===== config.mk =====
export PLATFORM = sky130hd
export DESIGN_NAME = point_segment_min_distance_unit_flat
export DESIGN_NICKNAME = d
export VERILOG_FILES = /design/src/rtl/psd_pkg.sv /design/src/rtl/psd_ifs.sv /design/src/rtl/psd_ctrl.sv /design/src/rtl/psd_datapath.sv /design/src/rtl/point_segment_min_distance_unit.sv /design/src/flat_wrapper.sv
export SDC_FILE = /design/constraint.sdc
export NUM_CORES = 2
export LEC_CHECK = 0
export ABC_AREA = 1
export BUFFER_PORTS_ARGS = -buffer_cell sky130_fd_sc_hd__buf_4
export CAP_MARGIN = 20
export CORE_MARGIN = 2
export CORE_UTILIZATION = 30
export CTS_BUF_LIST = sky130_fd_sc_hd__clkbuf_8
export CTS_CLUSTER_DIAMETER = 100
export DETAILED_ROUTE_END_ITERATION = 7
export SYNTH_ARGS = -nofsm -noshare
export SYNTH_HDL_FRONTEND = slang
export SYNTH_SLANG_ARGS = --single-unit

===== constraint.sdc =====
create_clock -name clock -period 13.15 [get_ports clock]
set_clock_uncertainty 0.05 [all_clocks]
set_input_delay 1.315 -clock clock [delete_from_list [all_inputs] [get_ports clock]]
set_output_delay 1.315 -clock clock [all_outputs]
set_load 0.05 [all_outputs]

===== src/rtl/psd_pkg.sv =====
// ----------------------------------------------------------------------------
// psd_pkg
// shared types and constants of the point to segment distance unit
// ----------------------------------------------------------------------------
package psd_pkg;

   localparam int DIST_BITS    = 17;
   localparam int TOL_BITS     = 8;
   localparam int CSR_IDX_BITS = 3;
   localparam logic [DIST_BITS-1:0] DIST_MAX = 17'h1FFFF;

   typedef enum logic [CSR_IDX_BITS-1:0] {
      CSR_SEG_START_X = 3'd0,
      CSR_SEG_START_Y = 3'd1,
      CSR_SEG_END_X   = 3'd2,
      CSR_SEG_END_Y   = 3'd3,
      CSR_TOL         = 3'd4
   } csr_idx_type;

   typedef enum logic [3:0] {
      MUL_P1X_P1X = 4'd0,
      MUL_P1Y_P1Y = 4'd1,
      MUL_P2X_P2X = 4'd2,
      MUL_P2Y_P2Y = 4'd3,
      MUL_DX_DX   = 4'd4,
      MUL_DY_DY   = 4'd5,
      MUL_P1X_DX  = 4'd6,
      MUL_P1Y_DY  = 4'd7,
      MUL_P1X_DY  = 4'd8,
      MUL_P1Y_DX  = 4'd9,
      MUL_CHI_CHI = 4'd10,
      MUL_CHI_CLO = 4'd11,
      MUL_CLO_CLO = 4'd12
   } mul_sel_type;

   typedef enum logic [2:0] {
      ACC_NONE    = 3'd0,
      ACC_LOAD    = 3'd1,
      ACC_ADD     = 3'd2,
      ACC_SUB     = 3'd3,
      ACC_LOAD_HI = 3'd4,
      ACC_ADD_MID = 3'd5
   } acc_op_type;

   typedef enum logic [2:0] {
      ST_NONE = 3'd0,
      ST_P1SQ = 3'd1,
      ST_P2SQ = 3'd2,
      ST_LEN2 = 3'd3,
      ST_DOT  = 3'd4,
      ST_C    = 3'd5,
      ST_CSQ  = 3'd6
   } store_type;

   typedef enum logic [1:0] {
      SRC_P1SQ = 2'd0,
      SRC_MIN  = 2'd1,
      SRC_QUOT = 2'd2
   } sqrt_src_type;

   typedef struct packed {
      logic         capture;
      logic         mul_en;
      mul_sel_type  mul_sel;
      acc_op_type   acc_op;
      store_type    store;
      logic         div_load;
      logic         div_step;
      logic         sqrt_load;
      sqrt_src_type sqrt_src;
      logic         sqrt_step;
      logic         result_load;
   } cmd_type;

   typedef struct packed {
      logic collapsed;
      logic outside;
      logic out_free;
   } status_type;

endpackage


===== src/rtl/psd_ifs.sv =====
// ----------------------------------------------------------------------------
// psd channel interfaces
// request, response and register write channels
// ----------------------------------------------------------------------------
interface psd_req_if #(parameter int COORD_BITS = 16) ();
   logic                         valid;
   logic                         ready;
   logic signed [COORD_BITS-1:0] point_x;
   logic signed [COORD_BITS-1:0] point_y;
   logic                         first_of_set;
   modport source (output valid, point_x, point_y, first_of_set, input ready);
   modport sink (input valid, point_x, point_y, first_of_set, output ready);
endinterface

interface psd_rsp_if ();
   logic        valid;
   logic        ready;
   logic [16:0] point_distance;
   logic [16:0] running_min;
   modport source (output valid, point_distance, running_min, input ready);
   modport sink (input valid, point_distance, running_min, output ready);
endinterface

interface psd_csr_if #(parameter int COORD_BITS = 16) ();
   logic                  valid;
   logic                  ready;
   logic [2:0]            index;
   logic [COORD_BITS-1:0] data;
   modport source (output valid, index, data, input ready);
   modport sink (input valid, index, data, output ready);
endinterface


===== src/rtl/psd_ctrl.sv =====
// ----------------------------------------------------------------------------
// psd_ctrl
// sequencer: product steps, divide and square root iterations, result hand-off
// ----------------------------------------------------------------------------
module psd_ctrl #(
   parameter int COORD_BITS = 16
) (
   input  logic                 clock,
   input  logic                 reset,
   input  logic                 req_valid,
   output logic                 req_ready,
   input  psd_pkg::status_type  status,
   output psd_pkg::cmd_type     cmd
);
   import psd_pkg::*;

   localparam int CW  = (COORD_BITS < 30) ? COORD_BITS : 30;
   localparam int QW  = 2 * CW + 1;
   localparam int RW  = CW + 1;
   localparam int ITW = $clog2(QW + 1);
   localparam logic [3:0] OP_LAST = 4'd12;

   typedef enum logic [7:0] {
      S_IDLE   = 8'b00000001,
      S_MUL    = 8'b00000010,
      S_ACC    = 8'b00000100,
      S_DECIDE = 8'b00001000,
      S_DIV    = 8'b00010000,
      S_SQLOAD = 8'b00100000,
      S_SQRT   = 8'b01000000,
      S_DONE   = 8'b10000000
   } state_type;

   state_type      state_ff, state_in;
   logic [3:0]     op_ff, op_in;
   logic [ITW-1:0] cnt_ff, cnt_in;
   acc_op_type     op_acc;
   store_type      op_store;

   always_comb begin
      case (op_ff)
         4'd0:    begin op_acc = ACC_LOAD;    op_store = ST_NONE; end
         4'd1:    begin op_acc = ACC_ADD;     op_store = ST_P1SQ; end
         4'd2:    begin op_acc = ACC_LOAD;    op_store = ST_NONE; end
         4'd3:    begin op_acc = ACC_ADD;     op_store = ST_P2SQ; end
         4'd4:    begin op_acc = ACC_LOAD;    op_store = ST_NONE; end
         4'd5:    begin op_acc = ACC_ADD;     op_store = ST_LEN2; end
         4'd6:    begin op_acc = ACC_LOAD;    op_store = ST_NONE; end
         4'd7:    begin op_acc = ACC_ADD;     op_store = ST_DOT;  end
         4'd8:    begin op_acc = ACC_LOAD;    op_store = ST_NONE; end
         4'd9:    begin op_acc = ACC_SUB;     op_store = ST_C;    end
         4'd10:   begin op_acc = ACC_LOAD_HI; op_store = ST_NONE; end
         4'd11:   begin op_acc = ACC_ADD_MID; op_store = ST_NONE; end
         4'd12:   begin op_acc = ACC_ADD;     op_store = ST_CSQ;  end
         default: begin op_acc = ACC_NONE;    op_store = ST_NONE; end
      endcase
   end

   always_comb begin
      state_in = state_ff;
      op_in    = op_ff;
      cnt_in   = cnt_ff;
      cmd      = '0;
      cmd.mul_sel = mul_sel_type'(op_ff);
      req_ready = 1'b0;
      case (state_ff)
         S_IDLE: begin
            req_ready = 1'b1;
            if (req_valid) begin
               cmd.capture = 1'b1;
               op_in       = '0;
               state_in    = S_MUL;
            end
         end
         S_MUL: begin
            cmd.mul_en = 1'b1;
            state_in   = S_ACC;
         end
         S_ACC: begin
            cmd.acc_op = op_acc;
            cmd.store  = op_store;
            if (op_ff == OP_LAST) begin
               state_in = S_DECIDE;
            end else begin
               op_in    = op_ff + 4'd1;
               state_in = S_MUL;
            end
         end
         S_DECIDE: begin
            cnt_in = '0;
            if (status.collapsed) begin
               cmd.sqrt_load = 1'b1;
               cmd.sqrt_src  = SRC_P1SQ;
               state_in      = S_SQRT;
            end else if (status.outside) begin
               cmd.sqrt_load = 1'b1;
               cmd.sqrt_src  = SRC_MIN;
               state_in      = S_SQRT;
            end else begin
               cmd.div_load = 1'b1;
               state_in     = S_DIV;
            end
         end
         S_DIV: begin
            cmd.div_step = 1'b1;
            cnt_in       = cnt_ff + 1'b1;
            if (cnt_ff == ITW'(QW - 1)) begin
               state_in = S_SQLOAD;
            end
         end
         S_SQLOAD: begin
            cmd.sqrt_load = 1'b1;
            cmd.sqrt_src  = SRC_QUOT;
            cnt_in        = '0;
            state_in      = S_SQRT;
         end
         S_SQRT: begin
            cmd.sqrt_step = 1'b1;
            cnt_in        = cnt_ff + 1'b1;
            if (cnt_ff == ITW'(RW - 1)) begin
               state_in = S_DONE;
            end
         end
         S_DONE: begin
            if (status.out_free) begin
               cmd.result_load = 1'b1;
               state_in        = S_IDLE;
            end
         end
         default: begin
            state_in = S_IDLE;
         end
      endcase
   end

   always_ff @(posedge clock) begin
      if (reset) begin
         state_ff <= S_IDLE;
         op_ff    <= '0;
         cnt_ff   <= '0;
      end else begin
         state_ff <= state_in;
         op_ff    <= op_in;
         cnt_ff   <= cnt_in;
      end
   end

endmodule


===== src/rtl/psd_datapath.sv =====
// ----------------------------------------------------------------------------
// psd_datapath
// segment registers, shared multiplier and accumulator, restoring divider,
// digit-by-digit square root, running minimum and response register
// ----------------------------------------------------------------------------
module psd_datapath #(
   parameter int COORD_BITS = 16
) (
   input  logic                          clock,
   input  logic                          reset,
   input  psd_pkg::cmd_type              cmd,
   output psd_pkg::status_type           status,
   input  logic signed [COORD_BITS-1:0]  req_point_x,
   input  logic signed [COORD_BITS-1:0]  req_point_y,
   input  logic                          req_first_of_set,
   input  logic                          csr_valid,
   input  logic [2:0]                    csr_index,
   input  logic [COORD_BITS-1:0]         csr_data,
   output logic                          rsp_valid,
   input  logic                          rsp_ready,
   output logic [psd_pkg::DIST_BITS-1:0] rsp_point_distance,
   output logic [psd_pkg::DIST_BITS-1:0] rsp_running_min
);
   import psd_pkg::*;

   localparam int CW  = (COORD_BITS < 30) ? COORD_BITS : 30;
   localparam int DW  = CW + 1;
   localparam int MW  = CW + 2;
   localparam int PW  = 2 * MW;
   localparam int AW  = 4 * CW + 4;
   localparam int SQW = 2 * CW + 3;
   localparam int CBW = 2 * CW + 2;
   localparam int CMW = 2 * CW + 1;
   localparam int K   = CW + 1;
   localparam int NW  = 4 * CW + 2;
   localparam int QW  = 2 * CW + 1;
   localparam int LW  = SQW + 1;
   localparam int SW  = 2 * CW + 2;
   localparam int RW  = CW + 1;
   localparam int XW  = (RW > DIST_BITS) ? RW : DIST_BITS;

   logic signed [CW-1:0]  sx_ff, sy_ff, ex_ff, ey_ff;
   logic [TOL_BITS-1:0]   tol_ff;
   logic                  first_ff;
   logic signed [DW-1:0]  dx_ff, dy_ff, p1x_ff, p1y_ff, p2x_ff, p2y_ff;
   logic signed [DW-1:0]  px_ext, py_ext, sx_ext, sy_ext, ex_ext, ey_ext;
   logic [DW-1:0]         dx_mag, dy_mag;
   logic signed [MW-1:0]  mul_a, mul_b;
   logic signed [PW-1:0]  prod_ff;
   logic signed [AW-1:0]  acc_ff, acc_in, prod_ext;
   logic [SQW-1:0]        p1sq_ff, p2sq_ff, len2_ff;
   logic signed [SQW-1:0] dot_ff;
   logic signed [CBW-1:0] c_ff;
   logic [CMW-1:0]        c_mag;
   logic [NW-1:0]         csq_ff;
   logic [LW-1:0]         rem_ff, div_trial;
   logic [QW-1:0]         quo_ff;
   logic                  div_ge;
   logic [SW-1:0]         srad_ff, sq_src;
   logic [SQW-1:0]        min_sq;
   logic [RW-1:0]         root_ff;
   logic [RW+2:0]         srem_ff, sq_trem, sq_trial;
   logic                  sq_ge;
   logic [XW-1:0]         root_x;
   logic [DIST_BITS-1:0]  dist_val, min_ff, min_in;
   logic                  rsp_valid_ff;
   logic [DIST_BITS-1:0]  rsp_dist_ff, rsp_min_ff;

   // register writes
   always_ff @(posedge clock) begin
      if (reset) begin
         sx_ff  <= '0;
         sy_ff  <= '0;
         ex_ff  <= '0;
         ey_ff  <= '0;
         tol_ff <= '0;
      end else if (csr_valid) begin
         case (csr_index)
            CSR_SEG_START_X: sx_ff  <= csr_data[CW-1:0];
            CSR_SEG_START_Y: sy_ff  <= csr_data[CW-1:0];
            CSR_SEG_END_X:   ex_ff  <= csr_data[CW-1:0];
            CSR_SEG_END_Y:   ey_ff  <= csr_data[CW-1:0];
            CSR_TOL:         tol_ff <= csr_data[TOL_BITS-1:0];
            default: begin
            end
         endcase
      end
   end

   // operand capture
   assign px_ext = DW'(signed'(req_point_x[CW-1:0]));
   assign py_ext = DW'(signed'(req_point_y[CW-1:0]));
   assign sx_ext = DW'(sx_ff);
   assign sy_ext = DW'(sy_ff);
   assign ex_ext = DW'(ex_ff);
   assign ey_ext = DW'(ey_ff);

   always_ff @(posedge clock) begin
      if (cmd.capture) begin
         first_ff <= req_first_of_set;
         dx_ff    <= ex_ext - sx_ext;
         dy_ff    <= ey_ext - sy_ext;
         p1x_ff   <= px_ext - sx_ext;
         p1y_ff   <= py_ext - sy_ext;
         p2x_ff   <= px_ext - ex_ext;
         p2y_ff   <= py_ext - ey_ext;
      end
   end

   // shared multiplier
   assign c_mag = c_ff[CBW-1] ? CMW'(-c_ff) : CMW'(c_ff);

   always_comb begin
      case (cmd.mul_sel)
         MUL_P1X_P1X: begin mul_a = MW'(p1x_ff); mul_b = MW'(p1x_ff); end
         MUL_P1Y_P1Y: begin mul_a = MW'(p1y_ff); mul_b = MW'(p1y_ff); end
         MUL_P2X_P2X: begin mul_a = MW'(p2x_ff); mul_b = MW'(p2x_ff); end
         MUL_P2Y_P2Y: begin mul_a = MW'(p2y_ff); mul_b = MW'(p2y_ff); end
         MUL_DX_DX:   begin mul_a = MW'(dx_ff);  mul_b = MW'(dx_ff);  end
         MUL_DY_DY:   begin mul_a = MW'(dy_ff);  mul_b = MW'(dy_ff);  end
         MUL_P1X_DX:  begin mul_a = MW'(p1x_ff); mul_b = MW'(dx_ff);  end
         MUL_P1Y_DY:  begin mul_a = MW'(p1y_ff); mul_b = MW'(dy_ff);  end
         MUL_P1X_DY:  begin mul_a = MW'(p1x_ff); mul_b = MW'(dy_ff);  end
         MUL_P1Y_DX:  begin mul_a = MW'(p1y_ff); mul_b = MW'(dx_ff);  end
         MUL_CHI_CHI: begin
            mul_a = signed'({2'b00, c_mag[CMW-1:K]});
            mul_b = signed'({2'b00, c_mag[CMW-1:K]});
         end
         MUL_CHI_CLO: begin
            mul_a = signed'({2'b00, c_mag[CMW-1:K]});
            mul_b = signed'({1'b0, c_mag[K-1:0]});
         end
         MUL_CLO_CLO: begin
            mul_a = signed'({1'b0, c_mag[K-1:0]});
            mul_b = signed'({1'b0, c_mag[K-1:0]});
         end
         default: begin mul_a = '0; mul_b = '0; end
      endcase
   end

   always_ff @(posedge clock) begin
      if (cmd.mul_en) begin
         prod_ff <= mul_a * mul_b;
      end
   end

   // accumulator and result stores
   assign prod_ext = AW'(prod_ff);

   always_comb begin
      case (cmd.acc_op)
         ACC_LOAD:    acc_in = prod_ext;
         ACC_ADD:     acc_in = acc_ff + prod_ext;
         ACC_SUB:     acc_in = acc_ff - prod_ext;
         ACC_LOAD_HI: acc_in = prod_ext <<< (2 * K);
         ACC_ADD_MID: acc_in = acc_ff + (prod_ext <<< (K + 1));
         default:     acc_in = acc_ff;
      endcase
   end

   always_ff @(posedge clock) begin
      acc_ff <= acc_in;
      case (cmd.store)
         ST_P1SQ: p1sq_ff <= acc_in[SQW-1:0];
         ST_P2SQ: p2sq_ff <= acc_in[SQW-1:0];
         ST_LEN2: len2_ff <= acc_in[SQW-1:0];
         ST_DOT:  dot_ff  <= acc_in[SQW-1:0];
         ST_C:    c_ff    <= acc_in[CBW-1:0];
         ST_CSQ:  csq_ff  <= acc_in[NW-1:0];
         default: begin
         end
      endcase
   end

   // branch tests
   assign dx_mag = dx_ff[DW-1] ? DW'(-dx_ff) : DW'(dx_ff);
   assign dy_mag = dy_ff[DW-1] ? DW'(-dy_ff) : DW'(dy_ff);

   assign status.collapsed = (dx_mag <= DW'(tol_ff)) && (dy_mag <= DW'(tol_ff));
   assign status.outside   = dot_ff[SQW-1] || (SQW'(dot_ff) > len2_ff);
   assign status.out_free  = !rsp_valid_ff || rsp_ready;

   // restoring divider, one quotient bit per cycle
   assign div_trial = {rem_ff[LW-2:0], quo_ff[QW-1]};
   assign div_ge    = div_trial >= LW'(len2_ff);

   always_ff @(posedge clock) begin
      if (cmd.div_load) begin
         rem_ff <= LW'(csq_ff[NW-1:QW]);
         quo_ff <= csq_ff[QW-1:0];
      end else if (cmd.div_step) begin
         rem_ff <= div_ge ? (div_trial - LW'(len2_ff)) : div_trial;
         quo_ff <= {quo_ff[QW-2:0], div_ge};
      end
   end

   // square root, one root bit per cycle
   assign min_sq = (p1sq_ff < p2sq_ff) ? p1sq_ff : p2sq_ff;

   always_comb begin
      case (cmd.sqrt_src)
         SRC_P1SQ: sq_src = p1sq_ff[SW-1:0];
         SRC_MIN:  sq_src = min_sq[SW-1:0];
         SRC_QUOT: sq_src = SW'(quo_ff);
         default:  sq_src = '0;
      endcase
   end

   assign sq_trem  = {srem_ff[RW:0], srad_ff[SW-1:SW-2]};
   assign sq_trial = {1'b0, root_ff, 2'b01};
   assign sq_ge    = sq_trem >= sq_trial;

   always_ff @(posedge clock) begin
      if (cmd.sqrt_load) begin
         srad_ff <= sq_src;
         root_ff <= '0;
         srem_ff <= '0;
      end else if (cmd.sqrt_step) begin
         srad_ff <= {srad_ff[SW-3:0], 2'b00};
         root_ff <= {root_ff[RW-2:0], sq_ge};
         srem_ff <= sq_ge ? (sq_trem - sq_trial) : sq_trem;
      end
   end

   // saturation, running minimum, response register
   assign root_x   = XW'(root_ff);
   assign dist_val = (root_x > XW'(DIST_MAX)) ? DIST_MAX : root_x[DIST_BITS-1:0];
   assign min_in   = (first_ff || (dist_val < min_ff)) ? dist_val : min_ff;

   always_ff @(posedge clock) begin
      if (reset) begin
         min_ff       <= DIST_MAX;
         rsp_valid_ff <= 1'b0;
      end else begin
         if (cmd.result_load) begin
            min_ff       <= min_in;
            rsp_valid_ff <= 1'b1;
         end else if (rsp_ready) begin
            rsp_valid_ff <= 1'b0;
         end
      end
   end

   always_ff @(posedge clock) begin
      if (cmd.result_load) begin
         rsp_dist_ff <= dist_val;
         rsp_min_ff  <= min_in;
      end
   end

   assign rsp_valid          = rsp_valid_ff;
   assign rsp_point_distance = rsp_dist_ff;
   assign rsp_running_min    = rsp_min_ff;

endmodule


===== src/rtl/point_segment_min_distance_unit.sv =====
// ----------------------------------------------------------------------------
// point_segment_min_distance_unit
// distance from streamed points to a programmed segment, with running minimum
//
//   channel  dir  carries
//   req_ch   in   point_x, point_y, first_of_set
//   rsp_ch   out  point_distance, running_min
//   csr_ch   in   index, data (always ready)
//
// each request is accepted, runs the thirteen shared products, a decide step,
// the restoring divider when the projection lands on the segment, the square
// root and then the hand-off. a new request is taken while the last response
// waits; the next response waits for the slot. reset clears the segment and
// tolerance registers to 0 and the running minimum to all ones.
// ----------------------------------------------------------------------------
module point_segment_min_distance_unit #(
   parameter int COORD_BITS = 16
) (
   input  logic      clock,
   input  logic      reset,
   psd_req_if.sink   req_ch,
   psd_rsp_if.source rsp_ch,
   psd_csr_if.sink   csr_ch
);
   import psd_pkg::*;

   cmd_type    cmd;
   status_type status;

   assign csr_ch.ready = 1'b1;

   psd_ctrl #(
      .COORD_BITS (COORD_BITS)
   ) u_ctrl (
      .clock     (clock),
      .reset     (reset),
      .req_valid (req_ch.valid),
      .req_ready (req_ch.ready),
      .status    (status),
      .cmd       (cmd)
   );

   psd_datapath #(
      .COORD_BITS (COORD_BITS)
   ) u_datapath (
      .clock              (clock),
      .reset              (reset),
      .cmd                (cmd),
      .status             (status),
      .req_point_x        (req_ch.point_x),
      .req_point_y        (req_ch.point_y),
      .req_first_of_set   (req_ch.first_of_set),
      .csr_valid          (csr_ch.valid),
      .csr_index          (csr_ch.index),
      .csr_data           (csr_ch.data),
      .rsp_valid          (rsp_ch.valid),
      .rsp_ready          (rsp_ch.ready),
      .rsp_point_distance (rsp_ch.point_distance),
      .rsp_running_min    (rsp_ch.running_min)
   );

endmodule


===== src/flat_wrapper.sv =====
// flat-port wrapper written by rule: the top's interface ports become plain ports
module point_segment_min_distance_unit_flat import psd_pkg::*;
#(
   parameter int COORD_BITS = 16
)
  (clock, reset, req_ch_valid, req_ch_point_x, req_ch_point_y, req_ch_first_of_set, req_ch_ready, rsp_ch_valid, rsp_ch_point_distance, rsp_ch_running_min, rsp_ch_ready, csr_ch_valid, csr_ch_index, csr_ch_data, csr_ch_ready);
  psd_req_if #(.COORD_BITS(COORD_BITS)) req_ch_i ();
  psd_rsp_if rsp_ch_i ();
  psd_csr_if #(.COORD_BITS(COORD_BITS)) csr_ch_i ();
  input  logic clock;
  input  logic reset;
  input wire logic [$bits(req_ch_i.valid)-1:0] req_ch_valid;
  input wire logic [$bits(req_ch_i.point_x)-1:0] req_ch_point_x;
  input wire logic [$bits(req_ch_i.point_y)-1:0] req_ch_point_y;
  input wire logic [$bits(req_ch_i.first_of_set)-1:0] req_ch_first_of_set;
  output wire logic [$bits(req_ch_i.ready)-1:0] req_ch_ready;
  output wire logic [$bits(rsp_ch_i.valid)-1:0] rsp_ch_valid;
  output wire logic [$bits(rsp_ch_i.point_distance)-1:0] rsp_ch_point_distance;
  output wire logic [$bits(rsp_ch_i.running_min)-1:0] rsp_ch_running_min;
  input wire logic [$bits(rsp_ch_i.ready)-1:0] rsp_ch_ready;
  input wire logic [$bits(csr_ch_i.valid)-1:0] csr_ch_valid;
  input wire logic [$bits(csr_ch_i.index)-1:0] csr_ch_index;
  input wire logic [$bits(csr_ch_i.data)-1:0] csr_ch_data;
  output wire logic [$bits(csr_ch_i.ready)-1:0] csr_ch_ready;
  assign req_ch_i.valid = req_ch_valid;
  assign req_ch_i.point_x = req_ch_point_x;
  assign req_ch_i.point_y = req_ch_point_y;
  assign req_ch_i.first_of_set = req_ch_first_of_set;
  assign req_ch_ready = req_ch_i.ready;
  assign rsp_ch_valid = rsp_ch_i.valid;
  assign rsp_ch_point_distance = rsp_ch_i.point_distance;
  assign rsp_ch_running_min = rsp_ch_i.running_min;
  assign rsp_ch_i.ready = rsp_ch_ready;
  assign csr_ch_i.valid = csr_ch_valid;
  assign csr_ch_i.index = csr_ch_index;
  assign csr_ch_i.data = csr_ch_data;
  assign csr_ch_ready = csr_ch_i.ready;
  point_segment_min_distance_unit #(.COORD_BITS(COORD_BITS)) u_core (.clock(clock), .reset(reset), .req_ch(req_ch_i), .rsp_ch(rsp_ch_i), .csr_ch(csr_ch_i));
endmodule

==> flow_metrics.env <==
export IMPL_outcome="completed"
export IMPL_coreArea_um2=205000
export IMPL_ys_seq_area_share_pct=31.9
export IMPL_drtPass1Iterations=6
export IMPL_ctsHoldBuffers=0
export IMPL_first_iter_violations=4880
export IMPL_totalWireLength_um=220000
export IMPL_syn_area_um2=61800
export IMPL_grt_max_degree=94
export IMPL_insertion_delay_ns=0.90
export IMPL_crit_path_start_kind="flop"
export IMPL_worst_setup_path_type="flop to flop"
export IMPL_setup_viol=0
export IMPL_cp_max_fo=15
export IMPL_cpPeakStageDelay_ns=0.93
export IMPL_fin_crit_ns=9.67
export IMPL_cts_repair_resized=0
export IMPL_antenna_found_initial=12
export IMPL_cp_num_buf_inv=8
export IMPL_post_cts_buffers=0
export IMPL_routabilityCongestion=0.980
export IMPL_routedWlPerCell_um=20.6
export IMPL_worst_pin_slew_ns=1.18
export IMPL_crit_path_frequent_cell="inv_1"
export IMPL_fin_cells=10700
export IMPL_cts_buffers=136
export IMPL_clock_sinks=730
export IMPL_post_dp_hpwl_um=172000
export IMPL_drv_slew=0
export IMPL_drive_gt1_share_pct=6.43
export IMPL_synthArstFlopShare_pct=0
export IMPL_maxCapViolCount=0
export IMPL_area_delta_synth_final_pct=10.6
export IMPL_fmax_mhz=103
export IMPL_design_die_area_um2=210000
export IMPL_start_util_pct=30.2
export IMPL_ctsRootBufferMaster="clkbuf_8"
export IMPL_cts_path_max_buffers=3
export IMPL_synthDistinctLibCells=75
export IMPL_rsz0062_at_grt="no"
export IMPL_yosys_area_top_type="edfxtp_1"
export IMPL_synth_edff_count=513
export IMPL_h_tree_depth=4
export IMPL_drt_vias_per_instance=5.12
export IMPL_placed_cells_incl_taps=10400
export IMPL_hold_class="flop to flop"
export IMPL_fp_row_count=166
export IMPL_grt_overflow=0
export IMPL_die_w_um=458
export IMPL_cp_slowest_cell="a221oi_1"
export IMPL_syn_nets=8660
export IMPL_vias=54700
export IMPL_grt_pass1_vias=53700
export IMPL_crit_path_end_kind="flop"
export IMPL_drcViolationCount=0
export IMPL_hold_viol_final=0
export IMPL_syn_area_per_cell_um2=7.93
export IMPL_path_clk_slew_ns=0.06
export IMPL_ys_ff_latch=730
export IMPL_arrival_ns=10.20
export IMPL_cts_tree="done"
export IMPL_synth_area_top_cells="edfxtp_1 (25%), fa_1 (11%), nand2_1 (10%)"
export IMPL_slew_headroom_pct=21.5
export IMPL_tns_ns=0
export IMPL_crit_family="adder cells"
export IMPL_synth_top_area_share_pct=24.9
export IMPL_die_h_um=458
export IMPL_fin_crit_sh_pct=73.5
export IMPL_pin_count=94
export IMPL_grt_pass1_wl_um=331000
export IMPL_ys_warn_count=0
export IMPL_synth_cells=7799
export IMPL_track_usage_pct=20.6
export IMPL_postRouteAntennaNets=0
export IMPL_required_ns=13.68
export IMPL_port_buffers=92
export IMPL_ys_flop_type="edfxtp_1"
export IMPL_nets=8754
[routing by layer]
metal	wire, um	vias to the layer above	track usage, %
met5	40	-	0
met4	6920	6	6.58
met2	99600	1887	33.3
met3	15000	356	2.96
li1	-	25900	-
met1	98300	26500	28.3
[sequential cells by signal (all words and copies together), names as in the netlist, 18 cells and up]
signal                     count
u_core.u_datapath.acc_ff      66
u_core.u_datapath.c_ff        34
u_core.u_datapath.csq_ff      66
u_core.u_datapath.dot_ff      35
u_core.u_datapath.len2_ff     35
u_core.u_datapath.p1sq_ff     35
u_core.u_datapath.p2sq_ff     35
u_core.u_datapath.prod_ff     36
u_core.u_datapath.quo_ff      33
u_core.u_datapath.rem_ff      35
u_core.u_datapath.srad_ff     34
u_core.u_datapath.srem_ff     18
[worst reg2reg max path, delay by kind of cell, from the launching register on]
| kind | cells | cell delay (ns) |
|---|---|---|
| flops | 1 | 0.37 |
| simple gates | 5 | 1.46 |
| buf+inv | 8 | 0.71 |
| compound gates | 7 | 2.91 |
| xor+xnor | 1 | 0.26 |
| fa+ha+maj | 8 | 3.61 |
[Yosys cell counts (65+ instances only)]
cell,instances
a21oi_1,547
a31oi_1,74
buf_2,65
clkbuf_1,111
dfxtp_1,217
edfxtp_1,513
fa_1,338
ha_1,466
inv_1,1347
nand2_1,1656
nand3_1,376
nand4_1,142
nor2_1,607
o21ai_0,396
xnor2_1,72
xor2_1,188
[worst paths after layout]
| check | start | endpoint | slack [ns] | cells after the start |
|---|---|---|---|---|
| setup / recovery | u_core.u_ctrl.op_ff[0] | u_core.u_datapath.prod_ff[24] | 3.48 | 29 |
| hold / removal | u_core.u_datapath.root_ff[0] | u_core.u_datapath.rsp_point_distance[0] | 0.38 | 0 |
| setup reg to reg | u_core.u_ctrl.op_ff[0] | u_core.u_datapath.prod_ff[24] | 3.48 | 29 |
| hold reg to reg | u_core.u_datapath.root_ff[0] | u_core.u_datapath.rsp_point_distance[0] | 0.38 | 0 |
[through the flow]
stage	util [%]	area [um^2]	setup WS, ns	hold WS [ns]
2_1_floorplan	-	61800	5.76	0.396
6_report	33.4	68400	3.48	0.380
3_5_place_dp	32.0	65500	3.80	0.363
3_3_place_gp	32.0	65500	3.55	0.368
4_1_cts	33.4	68300	3.71	0.377
5_1_grt	33.4	68400	3.01	0.393
[cells by family (layout without fill, tap and decap cells)]
logic type               count (synthesis)  count (layout)  share of synthesized area [%]
AO/OA/AOI/OAI                         1415            1415                           13.3
flip-flops                             730             730                           31.9
adder cells (fa/ha/maj)                804             804                           20.4
AND/OR/NAND/NOR                       3003            3003                           20.7
XOR/XNOR                               260             260                           3.68
other                                    1               2                        0.00606
buffers and inverters                 1586            1785                           10.0
[cell usage in the layout (no fill, tap or decap), types with 18 or more instances in the layout]
cell type / n
nor4_1: 26
nor3_1: 62
dfxtp_1: 217
a21oi_1: 545
xor2_1: 188
o22ai_1: 57
inv_1: 1390
a211oi_1: 18
a221oi_1: 21
a31oi_1: 69
nand4_1: 142
o211ai_1: 54
ha_1: 466
clkinv_1: 18
edfxtp_1: 513
nor2_2: 20
nand3_1: 374
o221ai_1: 21
or2_2: 40
a21boi_0: 23
nor2_1: 603
fa_1: 338
a21o_1: 49
buf_4: 156
nand2_2: 19
nand2_1: 1654
o31ai_1: 38
inv_2: 28
o21bai_1: 44
o21ai_0: 396
xnor2_1: 72
clkbuf_8: 144
[cell type report]
class,instances,area (um^2)
antenna,1,2.50
multi-input combinational,5483,36000
tap,2688,3360
fill,21600,136000
inverter,1381,5190
clock inverter,100,832
timing repair buffer,161,1250
clock buffer,143,1970
sequential,730,19700
Power is not shown: default switching activity piles up to over one toggle a cycle in this logic, so the estimate is an artifact.
